**src/hdl/fsa_pkg.sv**
```systemverilog
`timescale 1ns / 1ps
package fsa_pkg;

  localparam int MAX_SLOTS = 256;
  localparam int IDX_W     = $clog2(MAX_SLOTS);
  localparam int CNT_W     = $clog2(MAX_SLOTS + 1);
  localparam int ADDR_W    = 48;
  localparam int CTR_W     = 32;
  localparam int OBJ_W     = 13;
  localparam int ALIGN_W   = 4;
  localparam int AL_W      = 13;
  localparam int STRIDE_W  = 14;
  localparam int OFF_W     = STRIDE_W + IDX_W - 1;
  localparam int LIMIT_W   = STRIDE_W + CNT_W;
  localparam int PROD_W    = STRIDE_W + IDX_W;
  localparam int STEP_W    = $clog2(IDX_W);
  localparam int QDEPTH    = 2;
  localparam int QPTR_W    = $clog2(QDEPTH);
  localparam int CFG_IDX_W = 2;

  localparam logic [ALIGN_W-1:0] MAX_ALIGN_LOG2 = 4'd12;
  localparam logic [CNT_W-1:0]   MAX_CAP        = CNT_W'(MAX_SLOTS);
  localparam logic [CTR_W-1:0]   CTR_MAX        = '1;

  typedef enum logic [CFG_IDX_W-1:0] {
    REG_OBJECT_SIZE,
    REG_ALIGNMENT_LOG2,
    REG_POOL_CAPACITY,
    REG_BACKING_BASE
  } cfg_reg_t;

  typedef enum logic {
    OP_ACQUIRE,
    OP_RELEASE
  } op_t;

  typedef enum logic [2:0] {
    ST_OK,
    ST_EMPTY,
    ST_NULL,
    ST_BAD_ADDR,
    ST_NOT_ACTIVE,
    ST_OVERFLOW
  } status_t;

  typedef enum logic [2:0] {
    BK_IDLE,
    BK_ACQ_READ,
    BK_ACQ_ADD,
    BK_DIV,
    BK_REL
  } bk_state_t;

  typedef struct packed {
    op_t                operation;
    logic [ADDR_W-1:0]  release_address;
  } fsa_in_t;

  typedef struct packed {
    status_t            status;
    logic [ADDR_W-1:0]  slot_addr;
    logic [CNT_W-1:0]   active_count;
    logic [CNT_W-1:0]   free_count;
    logic [CNT_W-1:0]   peak_count;
    logic [CTR_W-1:0]   allocation_total;
    logic [CTR_W-1:0]   release_total;
  } fsa_out_t;

  typedef struct packed {
    logic [STRIDE_W-1:0] stride;
    logic [ADDR_W-1:0]   region;
    logic [CNT_W-1:0]    cap;
    logic [LIMIT_W-1:0]  limit;
  } fsa_geom_t;

  typedef struct packed {
    op_t               operation;
    logic              is_null;
    logic              out_of_range;
    logic [OFF_W-1:0]  offset;
  } fsa_job_t;

endpackage

```
**src/hdl/fixed_slot_pool_allocator.sv**
```systemverilog
`timescale 1ns / 1ps
// An acquire passes through the read and add states, a release through the
// stride divider (one quotient bit per cycle) and the in-use check, and a reject
// found at classification is answered from idle; each result is registered.
// The back end finishes one operation before it takes another from the queue; a two-entry queue buffers the front end.
// Results are strobed for one cycle and cannot be stalled by the receiver.
// Synchronous reset and every configuration write reinitialize the pool.
module fixed_slot_pool_allocator
  import fsa_pkg::*;
(
  input  logic                  clk,
  input  logic                  rst_n,
  input  logic                  cfg_we,
  input  logic [CFG_IDX_W-1:0]  cfg_index,
  input  logic [ADDR_W-1:0]     cfg_wdata,
  input  logic                  start,
  output logic                  busy,
  input  fsa_in_t               in_data,
  output logic                  out_valid,
  output fsa_out_t              out_data
);

  logic      q_full;
  logic      q_empty;
  logic      push;
  logic      pop;
  logic      init;
  fsa_job_t  push_job;
  fsa_job_t  head_job;
  fsa_geom_t geom;

  fsa_front u_front (
    .clk       (clk),
    .rst_n     (rst_n),
    .cfg_we    (cfg_we),
    .cfg_index (cfg_index),
    .cfg_wdata (cfg_wdata),
    .start     (start),
    .in_data   (in_data),
    .q_full    (q_full),
    .busy      (busy),
    .push      (push),
    .push_job  (push_job),
    .geom      (geom),
    .init      (init)
  );

  fsa_fifo u_fifo (
    .clk      (clk),
    .rst_n    (rst_n),
    .push     (push),
    .push_job (push_job),
    .pop      (pop),
    .head_job (head_job),
    .empty    (q_empty),
    .full     (q_full)
  );

  fsa_back u_back (
    .clk       (clk),
    .rst_n     (rst_n),
    .init      (init),
    .geom      (geom),
    .q_empty   (q_empty),
    .q_job     (head_job),
    .pop       (pop),
    .out_valid (out_valid),
    .out_data  (out_data)
  );

endmodule

```
**src/hdl/fsa_fifo.sv**
```systemverilog
`timescale 1ns / 1ps
module fsa_fifo
  import fsa_pkg::*;
(
  input  logic     clk,
  input  logic     rst_n,
  input  logic     push,
  input  fsa_job_t push_job,
  input  logic     pop,
  output fsa_job_t head_job,
  output logic     empty,
  output logic     full
);

  fsa_job_t             mem_r [QDEPTH];
  logic [QPTR_W-1:0]    wr_ptr_r;
  logic [QPTR_W-1:0]    rd_ptr_r;
  logic [QPTR_W:0]      count_r;

  assign empty    = (count_r == '0);
  assign full     = (count_r == (QPTR_W+1)'(QDEPTH));
  assign head_job = mem_r[rd_ptr_r];

  always_ff @(posedge clk) begin
    if (push) begin
      mem_r[wr_ptr_r] <= push_job;
    end
  end

  always_ff @(posedge clk) begin
    if (!rst_n) begin
      wr_ptr_r <= '0;
      rd_ptr_r <= '0;
      count_r  <= '0;
    end else begin
      if (push) begin
        wr_ptr_r <= wr_ptr_r + 1'b1;
      end
      if (pop) begin
        rd_ptr_r <= rd_ptr_r + 1'b1;
      end
      count_r <= count_r + (QPTR_W+1)'(push) - (QPTR_W+1)'(pop);
    end
  end

endmodule

```
**src/hdl/fsa_front.sv**
```systemverilog
`timescale 1ns / 1ps
module fsa_front
  import fsa_pkg::*;
(
  input  logic                  clk,
  input  logic                  rst_n,
  input  logic                  cfg_we,
  input  logic [CFG_IDX_W-1:0]  cfg_index,
  input  logic [ADDR_W-1:0]     cfg_wdata,
  input  logic                  start,
  input  fsa_in_t               in_data,
  input  logic                  q_full,
  output logic                  busy,
  output logic                  push,
  output fsa_job_t              push_job,
  output fsa_geom_t             geom,
  output logic                  init
);

  logic [OBJ_W-1:0]    obj_size_r;
  logic [ALIGN_W-1:0]  align_log2_r;
  logic [CNT_W-1:0]    capacity_r;
  logic [ADDR_W-1:0]   base_r;
  logic                settle_r;
  fsa_geom_t           geom_r;
  fsa_geom_t           geom_nxt;

  logic [ALIGN_W-1:0]  sh;
  logic [AL_W-1:0]     al;
  logic [STRIDE_W-1:0] mask;
  logic [STRIDE_W-1:0] obj_floor;
  logic [CNT_W-1:0]    cap_sat;
  logic [STRIDE_W-1:0] bitmap;
  logic [STRIDE_W-1:0] bitmap_up;
  logic [ADDR_W-1:0]   offset;

  assign init = cfg_we;
  assign busy = q_full | settle_r;
  assign geom = geom_r;

  always_comb begin
    sh        = (align_log2_r > MAX_ALIGN_LOG2) ? MAX_ALIGN_LOG2 : align_log2_r;
    al        = (sh < 4'd3) ? AL_W'(8) : (AL_W'(1) << sh);
    mask      = STRIDE_W'(al) - 1'b1;
    obj_floor = (obj_size_r < OBJ_W'(8)) ? STRIDE_W'(8) : STRIDE_W'(obj_size_r);
    cap_sat   = (capacity_r > MAX_CAP) ? MAX_CAP : capacity_r;
    bitmap    = STRIDE_W'((cap_sat + CNT_W'(7)) >> 3);
    bitmap_up = (bitmap + mask) & ~mask;
    geom_nxt.stride = (obj_floor + mask) & ~mask;
    geom_nxt.region = base_r + ADDR_W'(bitmap_up);
    geom_nxt.cap    = cap_sat;
    geom_nxt.limit  = LIMIT_W'(cap_sat) * LIMIT_W'(geom_nxt.stride);
  end

  always_comb begin
    offset                = in_data.release_address - geom_r.region;
    push                  = start & ~busy;
    push_job.operation    = in_data.operation;
    push_job.is_null      = (in_data.release_address == '0);
    push_job.out_of_range = (offset >= ADDR_W'(geom_r.limit));
    push_job.offset       = offset[OFF_W-1:0];
  end

  always_ff @(posedge clk) begin
    geom_r <= geom_nxt;
  end

  always_ff @(posedge clk) begin
    if (!rst_n) begin
      obj_size_r   <= OBJ_W'(8);
      align_log2_r <= ALIGN_W'(3);
      capacity_r   <= MAX_CAP;
      base_r       <= '0;
      settle_r     <= 1'b1;
    end else begin
      settle_r <= cfg_we;
      if (cfg_we) begin
        unique case (cfg_reg_t'(cfg_index))
          REG_OBJECT_SIZE:    obj_size_r   <= cfg_wdata[OBJ_W-1:0];
          REG_ALIGNMENT_LOG2: align_log2_r <= cfg_wdata[ALIGN_W-1:0];
          REG_POOL_CAPACITY:  capacity_r   <= cfg_wdata[CNT_W-1:0];
          REG_BACKING_BASE:   base_r       <= cfg_wdata;
          default:            base_r       <= base_r;
        endcase
      end
    end
  end

endmodule

```
**src/hdl/fsa_back.sv**
```systemverilog
`timescale 1ns / 1ps
module fsa_back
  import fsa_pkg::*;
(
  input  logic      clk,
  input  logic      rst_n,
  input  logic      init,
  input  fsa_geom_t geom,
  input  logic      q_empty,
  input  fsa_job_t  q_job,
  output logic      pop,
  output logic      out_valid,
  output fsa_out_t  out_data
);

  bk_state_t             state_r, state_nxt;
  fsa_job_t              job_r, job_nxt;
  logic [MAX_SLOTS-1:0]  in_use_r, in_use_nxt;
  logic [IDX_W-1:0]      head_r, head_nxt;
  logic [CNT_W-1:0]      fresh_r, fresh_nxt;
  logic [CNT_W-1:0]      active_r, active_nxt;
  logic [CNT_W-1:0]      peak_r, peak_nxt;
  logic [CTR_W-1:0]      acq_r, acq_nxt;
  logic [CTR_W-1:0]      rel_r, rel_nxt;
  logic [IDX_W-1:0]      idx_r, idx_nxt;
  logic [OFF_W-1:0]      rem_r, rem_nxt;
  logic [IDX_W-1:0]      quo_r, quo_nxt;
  logic [STEP_W-1:0]     step_r, step_nxt;
  logic [PROD_W-1:0]     prod_r, prod_nxt;
  logic                  out_valid_r, out_valid_nxt;
  fsa_out_t              out_r, out_nxt;

  logic [IDX_W-1:0]      link_mem [MAX_SLOTS];
  logic [IDX_W-1:0]      link_q;
  logic [IDX_W-1:0]      link_ra;
  logic                  link_we;
  logic [IDX_W-1:0]      link_wa;
  logic [IDX_W-1:0]      link_wd;
  logic [PROD_W-1:0]     trial;
  logic                  stacked;

  assign out_valid = out_valid_r;
  assign out_data  = out_r;
  assign stacked   = (fresh_r > active_r);

  always_ff @(posedge clk) begin
    if (link_we) begin
      link_mem[link_wa] <= link_wd;
    end
    link_q <= link_mem[link_ra];
  end

  always_comb begin
    state_nxt     = state_r;
    job_nxt       = job_r;
    in_use_nxt    = in_use_r;
    head_nxt      = head_r;
    fresh_nxt     = fresh_r;
    active_nxt    = active_r;
    peak_nxt      = peak_r;
    acq_nxt       = acq_r;
    rel_nxt       = rel_r;
    idx_nxt       = idx_r;
    rem_nxt       = rem_r;
    quo_nxt       = quo_r;
    step_nxt      = step_r;
    prod_nxt      = prod_r;
    out_valid_nxt = 1'b0;
    out_nxt       = out_r;
    pop           = 1'b0;
    link_ra       = head_r;
    link_we       = 1'b0;
    link_wa       = idx_r;
    link_wd       = head_r;
    trial         = PROD_W'(geom.stride) << step_r;

    unique case (state_r)
      BK_IDLE: begin
        if (!q_empty) begin
          pop     = 1'b1;
          job_nxt = q_job;
          out_nxt.slot_addr = '0;
          if (q_job.operation == OP_ACQUIRE) begin
            if (active_r >= geom.cap) begin
              out_valid_nxt  = 1'b1;
              out_nxt.status = ST_EMPTY;
            end else if (acq_r == CTR_MAX) begin
              out_valid_nxt  = 1'b1;
              out_nxt.status = ST_OVERFLOW;
            end else begin
              idx_nxt   = stacked ? head_r : fresh_r[IDX_W-1:0];
              state_nxt = BK_ACQ_READ;
            end
          end else if (q_job.is_null) begin
            out_valid_nxt  = 1'b1;
            out_nxt.status = ST_NULL;
          end else if (q_job.out_of_range) begin
            out_valid_nxt  = 1'b1;
            out_nxt.status = ST_BAD_ADDR;
          end else begin
            rem_nxt   = q_job.offset;
            quo_nxt   = '0;
            step_nxt  = STEP_W'(IDX_W - 1);
            state_nxt = BK_DIV;
          end
        end
      end
      BK_ACQ_READ: begin
        prod_nxt = PROD_W'(idx_r) * PROD_W'(geom.stride);
        if (stacked) begin
          if ((fresh_r - active_r) > CNT_W'(1)) begin
            head_nxt = link_q;
          end
        end else begin
          fresh_nxt = fresh_r + 1'b1;
        end
        in_use_nxt[idx_r] = 1'b1;
        active_nxt = active_r + 1'b1;
        if (active_nxt > peak_r) begin
          peak_nxt = active_nxt;
        end
        acq_nxt   = acq_r + 1'b1;
        state_nxt = BK_ACQ_ADD;
      end
      BK_ACQ_ADD: begin
        out_valid_nxt     = 1'b1;
        out_nxt.status    = ST_OK;
        out_nxt.slot_addr = geom.region + ADDR_W'(prod_r);
        state_nxt         = BK_IDLE;
      end
      BK_DIV: begin
        if (PROD_W'(rem_r) >= trial) begin
          rem_nxt         = rem_r - OFF_W'(trial);
          quo_nxt[step_r] = 1'b1;
        end
        if (step_r == '0) begin
          state_nxt = BK_REL;
        end else begin
          step_nxt = step_r - 1'b1;
        end
      end
      BK_REL: begin
        out_valid_nxt = 1'b1;
        state_nxt     = BK_IDLE;
        if (rem_r != '0) begin
          out_nxt.status = ST_BAD_ADDR;
        end else if (!in_use_r[quo_r]) begin
          out_nxt.status = ST_NOT_ACTIVE;
        end else if (rel_r == CTR_MAX) begin
          out_nxt.status = ST_OVERFLOW;
        end else begin
          out_nxt.status    = ST_OK;
          in_use_nxt[quo_r] = 1'b0;
          link_we           = stacked;
          link_wa           = quo_r;
          head_nxt          = quo_r;
          active_nxt        = active_r - 1'b1;
          rel_nxt           = rel_r + 1'b1;
        end
      end
      default: state_nxt = BK_IDLE;
    endcase

    out_nxt.active_count     = active_nxt;
    out_nxt.free_count       = geom.cap - active_nxt;
    out_nxt.peak_count       = peak_nxt;
    out_nxt.allocation_total = acq_nxt;
    out_nxt.release_total    = rel_nxt;
  end

  always_ff @(posedge clk) begin
    job_r  <= job_nxt;
    idx_r  <= idx_nxt;
    rem_r  <= rem_nxt;
    quo_r  <= quo_nxt;
    step_r <= step_nxt;
    prod_r <= prod_nxt;
    out_r  <= out_nxt;
  end

  always_ff @(posedge clk) begin
    if (!rst_n || init) begin
      state_r     <= BK_IDLE;
      in_use_r    <= '0;
      head_r      <= '0;
      fresh_r     <= '0;
      active_r    <= '0;
      peak_r      <= '0;
      acq_r       <= '0;
      rel_r       <= '0;
      out_valid_r <= 1'b0;
    end else begin
      state_r     <= state_nxt;
      in_use_r    <= in_use_nxt;
      head_r      <= head_nxt;
      fresh_r     <= fresh_nxt;
      active_r    <= active_nxt;
      peak_r      <= peak_nxt;
      acq_r       <= acq_nxt;
      rel_r       <= rel_nxt;
      out_valid_r <= out_valid_nxt;
    end
  end

endmodule

```
**config.mk**
```make
export PLATFORM = sky130hd
export DESIGN_NAME = fixed_slot_pool_allocator
export DESIGN_NICKNAME = d
export VERILOG_FILES = /design/src/hdl/fsa_pkg.sv /design/src/hdl/fixed_slot_pool_allocator.sv /design/src/hdl/fsa_fifo.sv /design/src/hdl/fsa_front.sv /design/src/hdl/fsa_back.sv
export SDC_FILE = /design/constraint.sdc
export NUM_CORES = 2
export LEC_CHECK = 0
export BUFFER_PORTS_ARGS = -buffer_cell sky130_fd_sc_hd__buf_2
export CAP_MARGIN = 5
export CORE_MARGIN = 4
export CORE_UTILIZATION = 50
export DETAILED_ROUTE_END_ITERATION = 8
export MAX_ROUTING_LAYER = met4
export PLACE_DENSITY_LB_ADDON = 0.12
export SYNTH_ARGS = -nofsm -noshare
export SYNTH_HDL_FRONTEND = slang
export SYNTH_SLANG_ARGS = --single-unit
```
**constraint.sdc**
```tcl
create_clock -name clk -period 17.8 [get_ports clk]
set_input_delay 2.67 -clock clk [delete_from_list [all_inputs] [get_ports clk]]
set_output_delay 2.67 -clock clk [all_outputs]
set_load 0.005 [all_outputs]
```
# Word-level counts from Yosys, hierarchy flattened
# Memory sizes are Yosys's and may differ from the RTL's. A register that Yosys moved wholly into a read port is not among the register bits.
# Index checks and enable logic that the tools add are counted.
# classes
n_addsub	20
mul	2
magnitude_cmp	16
eq_ne	28
shift	2
mux	94
bitwise	15
reduce_logical	29
# op_table
op	n
$mux W256	3
$pmux W256 S2	1
$and A256 B256 Y256	1
$not A256 Y256	1
$or A256 B256 Y256	1
$mux W32	5
$mux W8	15
$mux W21	5
$pmux W48 S2	1
$add A32 B1 Y32 const B	2
$eq A32 B32 Y1 const B	2
$mux W3	20
$mux W9	6
$mux W51	1
$add A48 B14 Y48	1
$add A48 B22 Y48	1
$ge A48 B23 Y1	1
$logic_not A48 Y1	1
$sub A48 B48 Y48	1
$pmux W21 S2	1
$pmux W8 S2	2
$and A14 B14 Y14	2
$mux W13	2
$reduce_and A6 Y1	4
65 further kinds	126
# totals
regBits	736
ramBits	2096
out_inout_bits	144
elab_cells	241
n_memories	2
# mem_list
name	depth	word_bits	rd	rd_ports_with_merged_regs	write_ports	line_no	source
u_back.link_mem	256	8	1	1	1	fsa_back.sv:33	logic [IDX_W-1:0] link_mem [MAX_SLOTS];
u_fifo.mem_r	2	24	1	1	1	fsa_fifo.sv:15	fsa_job_t mem_r [QDEPTH];

# Longest topological paths before layout
# logic_depth
depth_word	10
ltp_mapped	33
depth_no_buf	33

# Cells and area by module
# A second synthesis with hierarchy kept.
# unflattened
cells_unflattened	8541
area_unflattened_um2	125935.8
# by_module_without_submodules
module	instances	cells_per_inst	area_each_um2	seq_area_each_um2
fsa_back	1	6650	109453.7	74061.0
fsa_front	1	1795	14418.8	3383.2
fsa_fifo	1	96	2063.2	1541.5

# Worst setup path before layout
# Ideal clock, no wire load.
# synth_timing
path_type	input -> register
startpoint	input port in_data[0] (netlist bit)
endpoint	memory u_fifo.mem_r[0][21] (netlist bit) (data pin)
setup_time_ps	278
arrival_ps	7352
slack_ps	10170
stages	25
n_path_buf	0
path_cell_list	inv_1 -> ha_1 -> inv_1 -> fa_1 -> a211oi_1 -> o211ai_1 -> nor4b_1 -> nor2_1 -> o21ai_0 -> nand2_1 -> nand2_1 -> a21oi_1 -> xnor2_1 -> ha_1 -> a2111oi_0 -> o21ai_0 -> a31oi_1 -> o21ai_0 -> or3_1 -> nor3_1 -> nand4_1 -> or4_1 -> nor4_1 -> nand4_1 -> or4_1
# synth_rtl
element	line_no	source
start: declaration	fixed_slot_pool_allocator.sv:18	input fsa_in_t in_data,
end: declaration	fsa_fifo.sv:15	

==> results.txt <==
The number of enable flip-flop cells after synthesis is 2209. The wire-length estimate of the detail-placed layout is 207000 um. The via count of the first global-routing pass is 71100.

The internal power summed over all cells came out at 11.2 mW. The post-cts sizing count is 0. The vias after detailed routing came out at 71500.

The sequential element share of the synthesized area came out at 63.2%. The total wire length after detailed routing is 319000 um. In this run the power density over the cells is 104 nW/um^2. The first global-routing pass estimated 473000 um of wire. The critical path capture point type is a flop. The maximum frequency from static timing analysis is 130 MHz. The number of buffers inserted by port buffering came out at 246. TritonCTS built the clock tree. The number of buffers inserted to repair setup after CTS is 0. Hold repair after CTS inserted 0 buffers. The tightest min-delay check is of the reg -> reg type.

In the final routed layout, each cell accounts on average for 26.7 um. Across the routed clock network, the largest skew measured is 0.0817 ns. The number of design rule violations left after detail routing is 0. The period utilization came out at 43.4%. The placement row count came out at 183. The fraction of power spent switching nets is 22.5%. The number of library cell types mapped by synthesis came out at 83. After routing, the total negative slack on setup checks comes to 0 ns.

At the later pin of the worst-skew pair, clock insertion delay measures 0.94 ns. The netlist area before placement came out at 125000 um^2. The global placer's final weighted congestion came out at 0.903. The leakage power total is 44.9 nW.

The number of H-tree levels is 5. The die outline height came out at 508 um. The part of the power in the clock network is 43.2%. The clock-pin slew reported for the worst setup and hold paths after clock tree synthesis is 0.06 ns.

The combinational cell fraction of total power came out at 6.7%. 247 I/O pins were placed. The via count normalized by instance count came out at 5.99. The final hold violation count is 0. The core outline area is 249000 um^2. The warning count from the yosys run came out at 0. In the synthesized netlist the async set-or-reset flop fraction comes to 0%.

The dominant register cell in the synthesized netlist is edfxtp_1. In the final layout, the multi-input gates occupy 42800 um^2. The tightest slew margin relative to the limit is 14.9%. The average cell area after synthesis is 15.3 um^2.

The first-iteration detailed-routing DRC count came out at 7227. Fill cells in the final layout number 19500. The initial antenna violation count came out at 6. The combined global-route utilization of all metal layers came out at 25.3%.

The switching component of the power came out at 3.26 mW. The count of nets after finishing came out at 8917. The pin count of the biggest net entering global routing is 258. The maximum resistive drop on vdd is 0.105 mV. Across the run, the number of max-cap violations was 0. The sum of overflow across all layers after global routing came out at 0.

The count of state elements after synthesis is 2841. The effective utilization at floorplan is 50.2%. The detailed-routing iteration count for the pre-antenna-repair pass came out at 8. Clock tree synthesis inserted a total of 317 buffers.

The critical path arrival came out at 8.38 ns. After layout, the minimum clock period comes to 7.72 ns. The post-route non-filler standard cell count came out at 11900. The critical path class is in -> reg. CTS placed an instance of clkbuf_16 at the clock tree root. The floorplan die area is 258000 um^2. The sequential group share of total power came out at 50.2%.

The share of layout cells above drive strength 1 came out at 18.8%. The total clock sinks is 2841. The worst setup path is launched from a primary input.

The width of the die is 508 um. The maximum clock path buffer count came out at 4. The count of nets left with antenna violations once routing finished came out at 0. The cell count after synthesis came out at 8153. The sequential standard cell area is 79000 um^2. The run finished with clean final reports. At the pin with the least slew margin, the transition time is 1.27 ns. Setup violations remaining at the end of the flow were counted as 0. The layout overhead on the synthesized area came out at 11.5%. The number of slew-limit violations in the final report is 0.

The required time of the critical path came out at 18.46 ns. Along the worst path, the maximum fanout reaches 3. The total instance count after detailed placement came out at 11400. Setup repair after global routing left no endpoint under its margin.
[final timing paths]
check / from / slack [ns] / to / cells after the start
worst max register to register: u_front.obj_size_r[6]$_SDFFE_PN0P_ / 10.22 / u_front.geom[22]$_DFF_P_ / 30
worst max-delay path: in_data[0] / 10.08 / u_fifo.mem_r[0][21]$_DFFE_PP_ / 23
worst min register to register: u_front.obj_size_r[2]$_SDFFE_PN0P_ / 0.46 / u_front.obj_size_r[2]$_SDFFE_PN0P_ / 2
worst min-delay path: u_front.obj_size_r[2]$_SDFFE_PN0P_ / 0.46 / u_front.obj_size_r[2]$_SDFFE_PN0P_ / 2
[cells by family after synthesis]
logic type / share of synthesized area [%]
multiplexers: 14.4
adder cells (fa/ha/maj): 5.39
buffers and inverters: 2.60
XOR/XNOR: 1.91
flip-flops: 63.2
AO/OA/AOI/OAI: 5.69
other: 0.00601
AND/OR/NAND/NOR: 6.75
[placed cells by master (no fill, tap or decap), types with 22 or more instances in the layout]
cell / Yosys / layout
a211oi_1: 30 / 30
a21boi_0: 84 / 84
a21o_1: 83 / 83
a21oi_1: 154 / 154
a31oi_1: 26 / 24
and2_1: 156 / 156
and3_1: 58 / 58
buf_2: 38 / 246
buf_4: 8 / 82
bufinv_16: 0 / 22
clkbuf_1: 324 / 65
clkbuf_16: 0 / 323
clkinv_1: 4 / 56
clkinv_2: 0 / 44
dfxtp_1: 632 / 624
edfxtp_1: 2209 / 2209
fa_1: 165 / 165
ha_1: 274 / 274
inv_1: 382 / 381
mux2_2: 26 / 26
mux2i_1: 74 / 74
mux4_2: 752 / 752
nand2_1: 537 / 536
nand2_2: 21 / 22
nand2b_1: 50 / 50
nand3_1: 121 / 120
nand4_1: 54 / 54
nor2_1: 559 / 557
nor2b_1: 55 / 54
nor3_1: 84 / 83
nor4_1: 33 / 32
o211ai_1: 264 / 264
o21a_1: 26 / 26
o21ai_0: 328 / 328
or3_1: 25 / 25
xnor2_1: 178 / 178
xor2_1: 95 / 95
[metrics by stage]
stage / power [mW] / util, % / instance area (um^2) / worst slack (ns) / hold WS [ns]
6_report: 14.5 / 56.0 / 139000 / 10.08 / 0.462
4_1_cts: 14.6 / 56.0 / 139000 / 10.23 / 0.463
2_1_floorplan: 8.03 / - / 125000 / 10.17 / 0.434
5_1_grt: 15.0 / 56.0 / 139000 / 9.55 / 0.482
3_3_place_gp: 8.37 / 52.0 / 129000 / 9.10 / 0.447
3_5_place_dp: 8.38 / 52.0 / 129000 / 9.26 / 0.453
[layout make-up]
class                      instances  area share, %
clock buffer                     399           6.09
multi-input combinational       4495           30.7
clock inverter                   147          0.969
tap                             3330           2.99
timing repair buffer             334           1.41
inverter                         386           1.04
antenna                            4        0.00719
sequential                      2841           56.8
[routing by layer]
metal	vias up	GRT usage [%]	share of wire (%)
li1	31500	-	-
met1	36900	34.3	42
met2	2562	39.9	49
met3	544	3.80	6.3
met4	0	7.57	3.2
met5	-	-	0
[synthesized netlist by cell type (all sizes together), types with 74 or more instances]
cell / number / area share, %
inv: 382 / 1.1
fa: 165 / 2.6
a21boi: 84 / 0.50
a21oi: 156 / 0.63
nand2: 558 / 1.7
xnor2: 178 / 1.2
edfxtp: 2209 / 53
xor2: 95 / 0.67
o21ai: 341 / 1.4
dfxtp: 632 / 10
nor3: 85 / 0.34
ha: 274 / 2.7
mux4: 752 / 14
clkbuf: 324 / 0.97
and2: 157 / 0.79
mux2i: 74 / 0.59
nor2: 562 / 1.7
a21o: 83 / 0.50
buf: 120 / 0.46
o211ai: 264 / 1.6
nand3: 124 / 0.51
[registers in the layout, summed over array words and instances (netlist names), 9 cells and up, named ones only]
signal	count
u_back.acq_r	32
u_back.active_r	9
u_back.fresh_r	9
u_back.in_use_r	256
u_back.link_mem	2048
u_back.out_data	142
u_back.peak_r	9
u_back.prod_r	22
u_back.rel_r	32
u_back.rem_r	21
u_fifo.mem_r	48
u_front.base_r	48
u_front.capacity_r	9
u_front.geom	94
u_front.obj_size_r	13
[power groups by stage]
| stage | Sequential (mW) | Combinational [mW] | Clock, mW |
|---|---|---|---|
| finish | 7.27 | 0.968 | 6.26 |
| global route | 7.28 | 1.07 | 6.65 |
| CTS | 7.27 | 0.972 | 6.37 |
| detailed placement | 7.42 | 0.966 | 0 |
| global placement | 7.41 | 0.956 | 0 |
| floorplan | 7.37 | 0.656 | 0 |
[critical path: stages]
cell	delay [ns]
buf_2	0.11
inv_1	0.06
ha_1	0.16
inv_1	0.06
fa_1	0.41
a211oi_1	0.33
o211ai_1	0.20
nor4b_1	0.20
o21ai_0	0.48
nor2b_1	0.27
xnor2_1	0.16
ha_1	0.22
a2111oi_0	0.38
o21ai_0	0.16
a31oi_1	0.17
o21ai_0	0.14
or3_1	0.33
nor3_1	0.20
nand4_1	0.12
or4_1	0.55
nor4_1	0.33
nand4_1	0.13
or4_1	0.55
No activity file was read; power rests on OpenSTA's default activity.
